### src/rtl/ftrb_pkg.sv
`default_nettype none
package ftrb_pkg;

	localparam int DEPTH_DEF       = 16;
	localparam int FRAME_BYTES_DEF = 32;

	typedef enum logic [1:0] {
		CMD_PUSH  = 2'd0,
		CMD_POP   = 2'd1,
		CMD_CLEAR = 2'd2
	} cmd_t;

	typedef struct packed {
		logic [1:0]  cmd;
		logic        byte_valid;
		logic [7:0]  data_byte;
		logic        frame_end;
		logic        direction;
		logic [2:0]  sop_kind;
		logic [2:0]  frame_flags;
		logic [31:0] capture_time;
	} req_item_t;

	typedef struct packed {
		logic        record_present;
		logic        last;
		logic [31:0] out_capture_time;
		logic        out_direction;
		logic [2:0]  out_sop_kind;
		logic        out_goodcrc;
		logic        out_error;
		logic        out_reset;
		logic [5:0]  frame_length;
		logic        out_byte_valid;
		logic [7:0]  out_data_byte;
	} rsp_item_t;

	// header fields kept per record; the length travels beside it
	typedef struct packed {
		logic [31:0] ts;
		logic        dir;
		logic [2:0]  sop;
		logic        goodcrc;
		logic        err;
		logic        rst;
	} hdr_info_t;

	typedef struct packed {
		logic start;
		logic empty;
	} pop_req_t;

	typedef struct packed {
		logic hdr_en;
		logic byte_en;
	} rd_ctrl_t;

endpackage
`default_nettype wire

### src/rtl/ftrb_store.sv
`default_nettype none
module ftrb_store #(
	parameter int DEPTH       = ftrb_pkg::DEPTH_DEF,
	parameter int FRAME_BYTES = ftrb_pkg::FRAME_BYTES_DEF
) (
	input  wire logic                                          clk,
	input  wire logic                                          hdr_we,
	input  wire logic [$clog2(DEPTH)-1:0]                      hdr_waddr,
	input  wire ftrb_pkg::hdr_info_t                           hdr_winfo,
	input  wire logic [$clog2(FRAME_BYTES+1)-1:0]              hdr_wlen,
	input  wire logic                                          byte_we,
	input  wire logic [$clog2(DEPTH)+((FRAME_BYTES > 1) ? $clog2(FRAME_BYTES) : 1)-1:0]
	                                                           byte_waddr,
	input  wire logic [7:0]                                    byte_wdata,
	input  wire ftrb_pkg::rd_ctrl_t                            rd_ctrl,
	input  wire logic [$clog2(DEPTH)-1:0]                      hdr_raddr,
	input  wire logic [$clog2(DEPTH)+((FRAME_BYTES > 1) ? $clog2(FRAME_BYTES) : 1)-1:0]
	                                                           byte_raddr,
	output ftrb_pkg::hdr_info_t                                hdr_rinfo,
	output logic [$clog2(FRAME_BYTES+1)-1:0]                   hdr_rlen,
	output logic [7:0]                                         byte_rdata
);
	import ftrb_pkg::*;

	localparam int SW = $clog2(DEPTH);
	localparam int BW = (FRAME_BYTES > 1) ? $clog2(FRAME_BYTES) : 1;
	localparam int LW = $clog2(FRAME_BYTES + 1);
	localparam int BYTE_DEPTH = DEPTH << BW;

	hdr_info_t        hdr_info_mem [DEPTH];
	logic [LW-1:0]    hdr_len_mem  [DEPTH];
	logic [7:0]       byte_mem     [BYTE_DEPTH];

	always_ff @(posedge clk) begin
		if (hdr_we) begin
			hdr_info_mem[hdr_waddr] <= hdr_winfo;
			hdr_len_mem[hdr_waddr]  <= hdr_wlen;
		end
		if (rd_ctrl.hdr_en) begin
			hdr_rinfo <= hdr_info_mem[hdr_raddr];
			hdr_rlen  <= hdr_len_mem[hdr_raddr];
		end
	end

	always_ff @(posedge clk) begin
		if (byte_we) begin
			byte_mem[byte_waddr] <= byte_wdata;
		end
		// read data holds while no read is issued
		if (rd_ctrl.byte_en) begin
			byte_rdata <= byte_mem[byte_raddr];
		end
	end

endmodule
`default_nettype wire

### config.mk
export PLATFORM = sky130hd
export DESIGN_NAME = ftrb_store
export DESIGN_NICKNAME = d
export VERILOG_FILES = /design/src/rtl/ftrb_pkg.sv /design/src/rtl/ftrb_store.sv
export SDC_FILE = /design/constraint.sdc
export NUM_CORES = 2
export LEC_CHECK = 0
export ABC_CLOCK_PERIOD_IN_PS = 4340
export BUFFER_PORTS_ARGS = -buffer_cell sky130_fd_sc_hd__buf_2
export CAP_MARGIN = 20
export CELL_PAD_IN_SITES_DETAIL_PLACEMENT = 0
export CELL_PAD_IN_SITES_GLOBAL_PLACEMENT = 2
export CORE_ASPECT_RATIO = 1.5
export CORE_MARGIN = 4
export CORE_UTILIZATION = 23
export CTS_CLUSTER_DIAMETER = 100
export DETAILED_ROUTE_END_ITERATION = 10
export PLACE_DENSITY_LB_ADDON = 0.1
export SETUP_SLACK_MARGIN = 0.05
export SYNTH_ARGS = -nofsm -noshare
export SYNTH_HDL_FRONTEND = slang
export SYNTH_MEMORY_MAX_BITS = 65536
export SYNTH_SLANG_ARGS = --single-unit
### constraint.sdc
create_clock -name clk -period 4.34 [get_ports clk]
set_input_delay 0.217 -clock clk [delete_from_list [all_inputs] [get_ports clk]]
set_output_delay 0.217 -clock clk [all_outputs]
set_load 0.005 [all_outputs]
==> out/qor.csv <==
stage,metric,value,unit
power_and_ir_drop,clock share of power,44.2,%
sta,Final Hold Vio Count,0,
yosys,xor-xnor portion of the synthesized cell area,0,%
setup_path,Top Family by Delay on Critical Path,compound AO/OA/AOI/OAI gates,
setup_path,RR Endpoint,byte_rdata[1]$_DFFE_PP_,
power_and_ir_drop,Logic pwr share,5.7,%
setup_path,Reg2Reg Launch Point,byte_mem[237][1]$_DFFE_PP_,
floorplanning,DIE WIDTH,751,microns
detailed_routing,drc violations,0,
floorplanning,IO Pins,137,
setup_path,CP max stage cell,nand4_1,
power_and_ir_drop,Lkg Pwr,72.9,nW
yosys,Post-synth EDFFs,4869,
cts,number of CTS-inserted buffers,556,
cts,CTS tree,yes,
yosys,cell taking the most area after synthesis,edfxtp_1,
floorplanning,std cell rows,409,
setup_path,startpoint class of the critical path,primary input,
sta,max-slew violation count,0,
yosys,cell count after synthesis,9249,
global_route,vias in the first global route,105000,
setup_path,critical path data arrival time,4.59,ns
yosys,share of the synthesized area in the top cell type,76.8,%
yosys,Yosys warning total,0,
floorplanning,Die H,1120,microns
hold_path,worst hold path class,primary input to register,
setup_path,CP Depth,11,
power_and_ir_drop,Internal,0.0804,W
detailed_routing,DR iter-0 viols,7008,
cts,"Clk pin slew, worst setup/hold paths",0.07,ns
global_route,initial antenna violation count,53,
layout,Nets,10600,
place,post-placement cell area,211000,sq um
yosys,largest family of logic cells by synthesized area,multiplexers,
floorplanning,starting density of the core,23.0,%
detailed_routing,Post-DRT Antenna Nets,0,
sta,setup ws final,0.604,ns
detailed_routing,vias per inst,4.47,
place,pre-CTS setup slack,-0.567,ns
layout,layout cells sized above 1,27.2,%
sta,# setup viols final,0,
power_and_ir_drop,sequential power share,50.1,%
power_and_ir_drop,Pwr per Cell Area,454,nW/um^2
yosys,post-synthesis sequential area ratio,76.8,%
cts,CTS resizes,0,
yosys,Mapped Avg Cell Area,20.6,sq um
place,Placed Cells,20800,
setup_path,worst setup path startpoint,byte_raddr[0],
setup_path,CP Capture Type,register,
yosys,Synth Area in Adders,0,%
sta,Slew HR,16.5,%
place,dpl hpwl,480000,microns
flow_run,max_cap viols,0,
floorplanning,die area,842000,sq um
cts,clk buf depth,5,
sta,RSZ-0062 raised after global routing,false,
yosys,compound-cell area share of the yosys netlist,3.71,%
sta,fin crit share,86.1,%
power_and_ir_drop,NetSw,0.0236,W
yosys,share of flip-flops with an asynchronous set or reset,0,%
layout,most frequent cells in the layout,"edfxtp_1 (4869), buf_4 (998), mux4_2 (817)",
cts,H-tree levels,6,
yosys,"Primary FF master, synth",edfxtp_1,
sta,minimum clock period,3.74,ns
power_and_ir_drop,Max VDD drop,0.328,mV
yosys,Area contributors post-synth,"edfxtp_1 (77%), mux4_2 (9.7%), mux2i_1 (3.9%)",
setup_path,CP max stage delay,0.73,ns
sta,Hold Slack,0.0702,ns
hold_path,Hold Path Origin,byte_waddr[6],
cts,clock sinks,4869,
cts,# Post-CTS Setup Buffers,0,
power_and_ir_drop,Switching Fraction,22.7,%
layout,Layout Cells excl Fill,21900,
sta,worst-margin pin slew,1.25,ns
setup_path,R2R depth,7,
cts,clk_lat worst skew,1.06,ns
global_route,GRT Residual Overflow,0,
status,status,completed,
yosys,post-synthesis cell type count,81,
setup_path,CP cell instances,buf_12 -> buf_12 -> buf_4 -> buf_4 -> mux2i_1 -> o221ai_1 -> o22ai_1 -> a22oi_1 -> nand4_1 -> and3_1 -> a2111oi_2,
yosys,Post-Synthesis Cell Area,190000,sq um
detailed_routing,drt total wl,724000,microns
sta,Setup TNS Final,0,ns
sta,Fmax achieved,0.268,GHz
detailed_routing,drt first pass iters,8,
layout,"commonest non-fill, non-tap cell in the layout",edfxtp_1,
sta,Clock Skews,0.0958,ns
detailed_routing,routed len/inst,33.1,microns
setup_path,Worst setup endpoint,byte_rdata[1]$_DFFE_PP_,
yosys,Post-Synth Simple-Gate Area,2.60,%
global_route,Tot GR Track Use,16.9,%
setup_path,Crit Path Category,primary input to register,
place,RePlAce Congestion,0.775,
global_route,largest net degree at the start of global routing,143,
layout,"Design Area, Final",229000,sq um
global_route,global-route wire length before repair,972000,microns
cts,# hold bufs at CTS,65,
cts,Clock Tree Root,clkbuf_16,
yosys,mux contribution to synthesized area,14.7,%
detailed_routing,via count,97700,
yosys,"FF+latch count, synth",4869,
setup_path,crit-path max FO,28,
yosys,"Net Count, Synth",9333,
place,IO Port Bufs,136,
setup_path,Worst EP required,5.19,ns
setup_path,FF-to-FF setup slack,0.75,ns
floorplanning,core area,826000,sq um
layout,Layout area overhead,20.4,%
setup_path,"Buf+Inv Stages, Crit Path",4,
[synthesized netlist by cell type, types with 21 or more instances]
cell type / n
nor4_1: 35
edfxtp_1: 4869
nor2_1: 626
a31oi_1: 21
mux4_1: 55
buf_12: 41
a21oi_1: 150
buf_6: 75
nand2_1: 185
nor3_1: 101
mux2i_1: 748
clkbuf_1: 236
a211oi_1: 48
o22ai_1: 215
mux4_2: 817
nand3_1: 50
o221ai_1: 261
nand4_1: 25
buf_4: 66
buf_2: 78
buf_1: 41
a22oi_1: 31
mux2_2: 52
buf_8: 35
o21ai_0: 114
[flip-flops by register name, indices dropped and copies added, names as in the netlist]
name          flops
byte_mem       4096
byte_rdata        8
hdr_info_mem    624
hdr_len_mem      96
hdr_rinfo        39
hdr_rlen          6
[worst min path at each step]
| stage | depth (start not counted) | end | slack (ns) |
|---|---|---|---|
| floorplan | 0 | byte_mem[0][0]$_DFFE_PP_ | 0.32 |
| global placement | 1 | hdr_info_mem[0][23]$_DFFE_PP_ | 0.59 |
| detailed placement | 1 | hdr_info_mem[0][8]$_DFFE_PP_ | 0.61 |
| CTS | 5 | byte_mem[469][1]$_DFFE_PP_ | 0.002 |
| global route | 5 | byte_mem[246][1]$_DFFE_PP_ | 0.1 |
| finish | 5 | byte_mem[246][1]$_DFFE_PP_ | 0.07 |
[power groups by stage]
stage	sequential (W)	combinational (W)	clock, W
after detailed placement	0.0531	0.00617	0
after CTS	0.0521	0.00624	0.0477
final	0.0521	0.00598	0.0460
after floorplan	0.0530	0.00265	0
after global routing	0.0521	0.00631	0.0494
after global placement	0.0531	0.00612	0
[stage by stage]
stage | util (%) | power (W)
3_5_place_dp | 25.6 | 0.0593
5_1_grt | 27.7 | 0.108
2_1_floorplan | - | 0.0557
6_report | 27.7 | 0.104
4_1_cts | 27.7 | 0.106
3_3_place_gp | 25.6 | 0.0592
[area by class of cell]
| class | instances | area, sq um |
|---|---|---|
| well taps | 10900 | 13600 |
| fillers | 82200 | 597000 |
| flip-flops and latches | 4869 | 146000 |
| clock buffers | 670 | 14700 |
| diodes | 38 | 95.1 |
| inverters | 8 | 46.3 |
| repair buffers | 1330 | 11600 |
| multi-input cells | 3793 | 40400 |
| clock inverters | 277 | 2570 |
[worst reg2reg max path: cells and delay by family, from the launching register on]
kind	cells	cell delay, ns
AOI/OAI and AO/OA	4	1.62
and+or+nand+nor	2	1.36
DFF	1	0.33
muxes	1	0.10
[cell families after synthesis]
group,Yosys count
DFF,4869
muxes,1672
and+or+nand+nor,1130
AOI/OAI and AO/OA,991
buffers and inverters,587
[metal layers]
metal	share of wire [%]	routed length (microns)	GRT usage [%]	up-vias
li1	-	-	-	41300
met3	3.0	21800	1.88	794
met5	0.012	87	0	-
met1	38	274000	19.0	53600
met4	3.4	24900	5.46	12
met2	56	403000	32.8	1983
Note: power is estimated with default switching activity, not from simulation.
