===== config.mk =====
export PLATFORM = sky130hd
export DESIGN_NAME = ftrb_pop_seq
export DESIGN_NICKNAME = d
export VERILOG_FILES = /design/src/rtl/ftrb_pkg.sv /design/src/rtl/ftrb_pop_seq.sv
export SDC_FILE = /design/constraint.sdc
export NUM_CORES = 1
export LEC_CHECK = 0
export BUFFER_PORTS_ARGS = -buffer_cell sky130_fd_sc_hd__buf_4
export CAP_MARGIN = 10
export CORE_MARGIN = 2
export CORE_UTILIZATION = 51
export CTS_BUF_LIST = sky130_fd_sc_hd__clkbuf_16
export CTS_CLUSTER_DIAMETER = 80
export DETAILED_ROUTE_END_ITERATION = 7
export GPL_TIMING_DRIVEN = 1
export PLACE_DENSITY = 0.83
export SYNTH_ARGS = -nofsm -noshare
export SYNTH_HDL_FRONTEND = slang
export SYNTH_SLANG_ARGS = --single-unit

===== constraint.sdc =====
create_clock -name clk -period 3.3 [get_ports clk]
set_input_delay 0.33 -clock clk [delete_from_list [all_inputs] [get_ports clk]]
set_output_delay 0.33 -clock clk [all_outputs]
set_load 0.005 [all_outputs]

===== src/rtl/ftrb_pkg.sv =====
`default_nettype none
package ftrb_pkg;

	localparam int DEPTH_DEF       = 16;
	localparam int FRAME_BYTES_DEF = 32;

	typedef enum logic [1:0] {
		CMD_PUSH  = 2'd0,
		CMD_POP   = 2'd1,
		CMD_CLEAR = 2'd2
	} cmd_t;

	typedef struct packed {
		logic [1:0]  cmd;
		logic        byte_valid;
		logic [7:0]  data_byte;
		logic        frame_end;
		logic        direction;
		logic [2:0]  sop_kind;
		logic [2:0]  frame_flags;
		logic [31:0] capture_time;
	} req_item_t;

	typedef struct packed {
		logic        record_present;
		logic        last;
		logic [31:0] out_capture_time;
		logic        out_direction;
		logic [2:0]  out_sop_kind;
		logic        out_goodcrc;
		logic        out_error;
		logic        out_reset;
		logic [5:0]  frame_length;
		logic        out_byte_valid;
		logic [7:0]  out_data_byte;
	} rsp_item_t;

	// header fields kept per record; the length travels beside it
	typedef struct packed {
		logic [31:0] ts;
		logic        dir;
		logic [2:0]  sop;
		logic        goodcrc;
		logic        err;
		logic        rst;
	} hdr_info_t;

	typedef struct packed {
		logic start;
		logic empty;
	} pop_req_t;

	typedef struct packed {
		logic hdr_en;
		logic byte_en;
	} rd_ctrl_t;

endpackage
`default_nettype wire


===== src/rtl/ftrb_pop_seq.sv =====
`default_nettype none
module ftrb_pop_seq #(
	parameter int DEPTH       = ftrb_pkg::DEPTH_DEF,
	parameter int FRAME_BYTES = ftrb_pkg::FRAME_BYTES_DEF
) (
	input  wire logic                                          clk,
	input  wire logic                                          arst_n,
	input  wire ftrb_pkg::pop_req_t                            pop_req,
	input  wire logic [$clog2(DEPTH)-1:0]                      pop_slot,
	output logic                                               idle,
	output ftrb_pkg::rd_ctrl_t                                 rd_ctrl,
	output logic [$clog2(DEPTH)-1:0]                           hdr_raddr,
	output logic [$clog2(DEPTH)+((FRAME_BYTES > 1) ? $clog2(FRAME_BYTES) : 1)-1:0]
	                                                           byte_raddr,
	input  wire ftrb_pkg::hdr_info_t                           hdr_rinfo,
	input  wire logic [$clog2(FRAME_BYTES+1)-1:0]              hdr_rlen,
	input  wire logic [7:0]                                    byte_rdata,
	output ftrb_pkg::rsp_item_t                                rsp,
	output logic                                               rsp_valid,
	input  wire logic                                          rsp_ready
);
	import ftrb_pkg::*;

	localparam int SW = $clog2(DEPTH);
	localparam int BW = (FRAME_BYTES > 1) ? $clog2(FRAME_BYTES) : 1;
	localparam int LW = $clog2(FRAME_BYTES + 1);

	typedef enum logic [2:0] {
		ST_IDLE   = 3'b001,
		ST_HEAD   = 3'b010,
		ST_STREAM = 3'b100
	} state_t;

	state_t        state_q;
	logic [SW-1:0] slot_q;
	logic [BW-1:0] k_q;
	logic [BW-1:0] last_idx_q;
	logic          empty_q;
	hdr_info_t     hdr_q;
	logic [LW-1:0] len_q;
	rsp_item_t     rsp_q;
	logic          rsp_valid_q;

	logic          out_free;
	logic          emit;
	logic          is_last;
	logic          has_bytes;
	rsp_item_t     rsp_d;

	assign idle      = (state_q == ST_IDLE);
	assign out_free  = !rsp_valid_q || rsp_ready;
	assign emit      = (state_q == ST_STREAM) && out_free;
	assign is_last   = empty_q || (k_q == last_idx_q);
	assign has_bytes = !empty_q && (len_q != '0);

	assign rd_ctrl.hdr_en  = pop_req.start;
	assign rd_ctrl.byte_en = pop_req.start || (emit && !is_last);
	assign hdr_raddr       = pop_slot;
	assign byte_raddr      = idle ? {pop_slot, {BW{1'b0}}} : {slot_q, k_q + BW'(1)};

	always_comb begin
		rsp_d                  = '0;
		rsp_d.record_present   = !empty_q;
		rsp_d.last             = is_last;
		if (!empty_q) begin
			rsp_d.out_capture_time = hdr_q.ts;
			rsp_d.out_direction    = hdr_q.dir;
			rsp_d.out_sop_kind     = hdr_q.sop;
			rsp_d.out_goodcrc      = hdr_q.goodcrc;
			rsp_d.out_error        = hdr_q.err;
			rsp_d.out_reset        = hdr_q.rst;
			rsp_d.frame_length     = 6'(len_q);
		end
		rsp_d.out_byte_valid   = has_bytes;
		rsp_d.out_data_byte    = has_bytes ? byte_rdata : 8'd0;
	end

	always_ff @(posedge clk or negedge arst_n) begin
		if (!arst_n) begin
			state_q     <= ST_IDLE;
			rsp_valid_q <= 1'b0;
		end else begin
			if (emit) begin
				rsp_valid_q <= 1'b1;
			end else if (rsp_ready) begin
				rsp_valid_q <= 1'b0;
			end
			case (state_q)
				ST_IDLE: begin
					if (pop_req.start) begin
						state_q <= ST_HEAD;
					end
				end
				ST_HEAD: begin
					state_q <= ST_STREAM;
				end
				ST_STREAM: begin
					if (emit && is_last) begin
						state_q <= ST_IDLE;
					end
				end
				default: begin
					state_q <= ST_IDLE;
				end
			endcase
		end
	end

	always_ff @(posedge clk) begin
		if (pop_req.start) begin
			slot_q  <= pop_slot;
			empty_q <= pop_req.empty;
			k_q     <= '0;
		end
		if (state_q == ST_HEAD) begin
			hdr_q      <= hdr_rinfo;
			len_q      <= hdr_rlen;
			// an empty record still gives one result
			last_idx_q <= (hdr_rlen == '0) ? '0 : BW'(hdr_rlen - LW'(1));
		end
		if (emit) begin
			rsp_q <= rsp_d;
			k_q   <= k_q + BW'(1);
		end
	end

	assign rsp       = rsp_q;
	assign rsp_valid = rsp_valid_q;

endmodule
`default_nettype wire


==> flow_metrics.py, run 1 <==
metrics = {
    "run_status": {
        "status": "complete, no violations",
    },
    "sta": {
        "setup_violations": 0,
        "slew_headroom_pct": 22.3,
        "drv_slew": 0,
        "fin_ws_ns": 0.818,
        "worst_pin_slew_ns": 1.17,
        "finClkSkew_ns": 0.00404,
        "hold_viol_final": 0,
        "fin_crit_sh_pct": 75.2,
        "rsz0062_at_grt": "no",
        "period_needed_ns": 2.48,
        "timing.fmax_mhz": 403,
        "fin_tns_setup_ns": 0,
    },
    "synthesis": {
        "syn-num-nets": 314,
        "syn-cell-area_sq_um": 4420,
        "synthCells": 250,
        "yosys.cell_types.count": 31,
        "yosysWarnings": 0,
        "synth-seq-cells": 120,
        "yosysSeqAreaShare_pct": 81.1,
        "syn_avg_cell_area_sq_um": 17.7,
    },
    "run": {
        "cap_viol_max_count": 0,
    },
    "floorplan": {
        "io_pins": 135,
        "dieArea_sq_um": 9430,
        "core-area_sq_um": 8300,
        "row_count": 33,
        "initial_core_util_pct": 53.2,
        "die_w_um": 97.1,
        "fp.dieH_um": 97.1,
    },
    "clock_network": {
        "h-tree-depth": 4,
        "clkLatencyLatePin_ns": 0.41,
        "cts_root_buf": "clkbuf_16",
        "clk_pin_slew_ns": 0.06,
        "post_cts_buffers": 0,
        "cts_tree": "yes",
        "ctsResizeCount": 0,
        "cts_buffers": 17,
        "clock_path_buffers": 2,
        "clkSinkCount": 120,
    },
    "global_routing": {
        "grt_max_degree": 58,
        "grt.overflow.total": 0,
        "first_global_vias": 2491,
        "grt_pass1_wl_um": 12700,
        "groute.usage.overall_pct": 18.2,
        "antenna_found_initial": 0,
    },
    "final_layout": {
        "layout-area-overhead-vs-synth_pct": 38.3,
        "layout_common_cells": "136 x buf_4, 116 x edfxtp_1, 47 x nor2b_1",
        "utilization_pct": 73.7,
        "multiInputGateArea_sq_um": 753,
        "diodes": 0,
        "fillers": 501,
        "fin_area_sq_um": 6110,
        "seq_area_sq_um": 3580,
        "drive_gt1_share_pct": 43.6,
        "final_common_cell": "buf_4",
        "nets": 459,
    },
    "setup_path": {
        "setup.worst_path.end_class": "output port",
        "rr_worst_depth": 3,
        "required_ns": 2.97,
        "reg2reg_from": "state_q[1]",
        "crit_type": "reg2out",
        "worst-path-max-fanout": 11,
        "setup.worst_path.start_class": "flop",
        "rrSetupSlack_ns": 1.17,
        "arrival_ns": 2.15,
        "r2r_end": "rsp[11]",
    },
    "routing": {
        "routedWlPerCell_um": 15.8,
        "avgViaCountPerCell": 4.80,
        "postRouteAntennaNets": 0,
        "routed_wl_um": 8090,
        "drt_iter0_markers": 146,
        "drc": 0,
        "drtPass1Iterations": 4,
        "vias": 2461,
    },
    "power_and_ir_drop": {
        "vdd_drop_max_mv": 0.484,
        "p_leak_nw": 2.38,
        "power.density_nw_per_um2": 690,
        "p_total_mw": 4.22,
    },
    "worst_hold_path": {
        "hold_path_end": "hdr_q[0]",
        "hold_start": "hdr_rinfo[0]",
        "hold_path_depth": 1,
        "min_path_type": "in2reg",
    },
    "placed_design": {
        "place_ws_ns": 1.20,
        "io_buffer_count": 134,
        "dpl_cell_area_sq_um": 5510,
        "finalWeightedCongestion": 0.801,
        "dp_hpwl_um": 5420,
    },
}
[Yosys cell counts]
cell	count	share of area, %
inv_1	5	0.42
a21o_1	1	0.17
o311ai_1	1	0.20
o21bai_2	1	0.25
o21ai_0	1	0.11
nor3b_2	1	0.28
and2_1	10	1.4
clkbuf_1	1	0.085
nor2_1	18	1.5
xnor2_1	3	0.59
mux2_1	3	0.76
xor2_1	8	1.6
nand3_1	2	0.23
nor4_1	1	0.14
buf_6	1	0.25
ha_1	2	0.57
mux2_2	1	0.25
nand2b_1	3	0.42
nand2_1	4	0.34
nor2b_1	47	6.7
buf_4	5	0.85
a31oi_2	1	0.28
buf_1	3	0.25
nand3_2	1	0.23
dfstp_2	1	0.59
buf_2	1	0.11
dfrtp_1	3	1.7
edfxtp_1	116	79
nor3_2	2	0.45
a21oi_2	1	0.20
nor3_1	2	0.23
[critical path: stages, from the launching register on]
cell and delay, ns:
dfstp_2 0.57, inv_1 0.08, nor3_2 0.56, mux2_2 0.41, buf_4 0.14
[report_power, final]
part | switching, mW | leakage [nW] | internal (mW)
registers | 0.0625 | 1.12 | 1.86
clock network | 0.694 | 0.283 | 1.13
logic | 0.231 | 0.981 | 0.241
[sequential cells by signal, indices dropped and copies added, names as in the netlist]
register	count
empty_q	1
hdr_q	39
k_q	5
last_idx_q	5
len_q	6
rsp	56
rsp_valid	1
slot_q	4
state_q	3
[per-layer routing]
metal  GRT usage (%)  wire, um  vias to the layer above
met5               0         0                        -
met4            9.43       210                        0
met3            7.63       555                       19
met2            30.5      4310                       90
met1            19.8      3010                     1169
li1                -         -                     1183
[per-stage QoR]
stage	hold WS, ns	instances
final	0.0965	513
after global routing	0.0726	513
after CTS	0.0825	513
after detailed placement	0.127	480
after global placement	0.125	480
after floorplan	0.0344	250
[cell type report]
type,instances,area share [%]
repair buffers,137,16.9
clock inverters,15,2.76
clock buffers,17,6.96
flip-flops and latches,120,58.6
multi-input cells,114,12.3
inverters,5,0.307
well taps,105,2.15
[worst max-delay path by stage]
stage                     depth (start not counted)  slack [ns]            end        from
final                                             4        0.82  byte_raddr[8]  state_q[0]
after floorplan                                   4        0.26     state_q[0]  state_q[2]
after CTS                                         4        0.79  byte_raddr[8]  state_q[0]
after global routing                              4        0.71  byte_raddr[8]  state_q[0]
after global placement                            3        1.28        rsp[37]  state_q[1]
after detailed placement                          3        1.20        rsp[34]  state_q[1]
[timing repair]
action                     CTS  global route
hold endpoints to repair     4             0
hold buffers                 1             0
setup endpoints to repair    0             0
[cell families after synthesis]
| logic type | synth area share (%) |
|---|---|
| fa+ha+maj | 0.566 |
| flops | 81.1 |
| buf+inv | 1.98 |
| compound gates | 1.22 |
| mux | 1.02 |
| xor+xnor | 2.18 |
| simple gates | 11.9 |
Note: power is estimated with default switching activity, not from simulation.
==> run 2, diff against run 1 <==
CORE_UTILIZATION = 46   (was 51)
PLACE_DENSITY = 0.8   (was 0.83)
clock period = 2.03 ns   (was 3.3 ns; I/O delays follow)
==> run 2 against run 1 <==
  * Worst setup slack got worse by 0.73 ns
  * Highest routed layer unchanged
  * Via count grew 11%
  * Flip-flop and latch count did not move
  * Sequential power grew 62%
  * Combinational power increased by 100%
==> flow_metrics.py, run 2 (synthesis results as in run 1) <==
metrics = {
    "final_layout": {
        "seq_area_sq_um": 3590,
        "final_common_cell": "buf_4",
        "drive_gt1_share_pct": 40.3,
        "fillers": 569,
        "nets": 512,
        "layout-area-overhead-vs-synth_pct": 52.8,
        "utilization_pct": 72.7,
        "multiInputGateArea_sq_um": 759,
        "layout_common_cells": "139 x buf_4, 116 x edfxtp_1, 48 x dlygate4sd3_1",
        "largest_reg_flops": 56,
        "diodes": 0,
    },
    "power_and_ir_drop": {
        "intPower_mw": 5.64,
        "vdd_drop_max_mv": 0.663,
        "combPwrFrac_pct": 13.2,
        "p_clk_share_pct": 44.0,
        "p_sw_share_pct": 22.8,
        "switchingPower_mw": 1.67,
        "p_total_mw": 7.30,
        "power.density_nw_per_um2": 1080,
        "pwr-share-seq_pct": 42.8,
        "p_leak_nw": 2.64,
    },
    "routing": {
        "m1WireLength_um": 3280,
        "topRoutingLayerUsed": "met4",
        "drc": 0,
        "wl_met2_um": 5190,
        "wl_met3_um": 440,
        "routed_wl_um": 9140,
        "postRouteAntennaNets": 0,
        "avgViaCountPerCell": 4.65,
        "vias": 2741,
        "drt_iter0_markers": 131,
        "drtPass1Iterations": 4,
        "routedWlPerCell_um": 15.5,
    },
    "run": {
        "cap_viol_max_count": 0,
    },
    "placed_design": {
        "io_buffer_count": 134,
        "dp_hpwl_um": 5700,
        "place_ws_ns": 0.381,
        "finalWeightedCongestion": 0.805,
    },
    "sta": {
        "setup_violations": 0,
        "timing.fmax_mhz": 514,
        "fin_ws_ns": 0.0838,
        "fin_crit_sh_pct": 95.9,
        "worst_pin_slew_ns": 0.535,
        "rsz0062_at_grt": "no",
        "hold_viol_final": 0,
        "drv_slew": 0,
        "finClkSkew_ns": 0.00779,
        "period_needed_ns": 1.95,
        "fin_tns_setup_ns": 0,
        "slew_headroom_pct": 64.3,
    },
    "setup_path": {
        "rrSetupSlack_ns": 0.37,
        "crit_path_frequent_cell": "buf_4",
        "crit_family": "flip-flops",
        "crit_buf_inv": 3,
        "reg2reg_from": "state_q[0]",
        "worst-path-max-fanout": 5,
        "required_ns": 1.83,
        "rr_worst_depth": 6,
        "r2r_end": "k_q[1]",
        "crit_slowest_cell": "dfstp_2",
        "setup.worst_path.start_class": "flop",
        "setup.worst_path.end_class": "output port",
        "crit_path_max_incr_delay_ns": 0.53,
        "path_cells": "inv_1 -> nor3_2 -> buf_4 -> mux2_1 -> buf_4",
        "arrival_ns": 1.74,
        "crit_type": "reg2out",
    },
    "clock_network": {
        "clkSinkCount": 120,
        "clk_pin_slew_ns": 0.06,
        "cts_tree": "yes",
        "cts_root_buf": "clkbuf_16",
        "clkLatencyLatePin_ns": 0.40,
        "clock_path_buffers": 2,
        "h-tree-depth": 4,
        "cts_buffers": 17,
    },
    "run_status": {
        "status": "complete, no violations",
    },
    "global_routing": {
        "grt.overflow.total": 0,
        "antenna_found_initial": 0,
        "grt_max_degree": 48,
        "first_global_vias": 2942,
        "groute.usage.overall_pct": 18.2,
        "grt_pass1_wl_um": 13800,
    },
    "floorplan": {
        "dieArea_sq_um": 10400,
        "initial_core_util_pct": 47.6,
        "row_count": 35,
        "core-area_sq_um": 9280,
        "die_w_um": 102,
        "fp.dieH_um": 102,
        "io_pins": 135,
    },
    "worst_hold_path": {
        "hold_start": "hdr_rlen[0]",
        "hold_path_end": "len_q[0]",
        "min_path_type": "in2reg",
        "hold_path_depth": 1,
    },
}
run 2: how the worst max path moves through the flow:
stage	to	cells after the start	slack, ns	start
floorplan	state_q[0]	4	-0.25	state_q[2]
CTS	byte_raddr[5]	5	0.04	state_q[0]
finish	byte_raddr[5]	5	0.08	state_q[0]
global route	byte_raddr[8]	5	0.02	state_q[0]
global placement	byte_raddr[8]	5	0.40	state_q[0]
detailed placement	byte_raddr[5]	5	0.38	state_q[0]
run 2: per-stage QoR:
step / instance area [sq um] / std cells / hold slack (ns)
global placement: 5610 / 508 / -0.000611
global route: 6750 / 590 / 0.00650
detailed placement: 5610 / 508 / 0.000303
floorplan: 4430 / 250 / -0.0926
CTS: 6750 / 590 / 0.0000550
finish: 6750 / 590 / 0.0136
run 2: final cells by class:
class / instances / area share (%)
Sequential cell: 120 / 53.1
Timing Repair Buffer: 190 / 23.5
Multi-Input combinational cell: 114 / 11.2
Clock buffer: 17 / 6.30
Clock inverter: 15 / 3.15
Tap cell: 129 / 2.39
Inverter: 5 / 0.334
run 2: power groups by stage:
stage                     registers [mW]  clock network (mW)  logic, mW
after global placement              3.16                   0      0.797
final                               3.13                3.21      0.965
after CTS                           3.12                3.25      0.950
after global routing                3.15                3.37       1.05
after floorplan                     3.16                   0      0.427
after detailed placement            3.18                   0      0.825
run 2: metal layers:
metal  global-route usage [%]  vias to the layer above
met1                     19.1                     1344
met2                     33.6                       89
li1                         -                     1290
met4                     7.90                        0
met5                        0                        -
met3                     5.68                       18
run 2: timing repair:
action	in CTS	in global routing
resized for setup	0	1
hold endpoints to repair	51	0
pin swaps	0	1
endpoints found under the setup margin	4	4
hold buffers	48	0
setup buffers	2	0
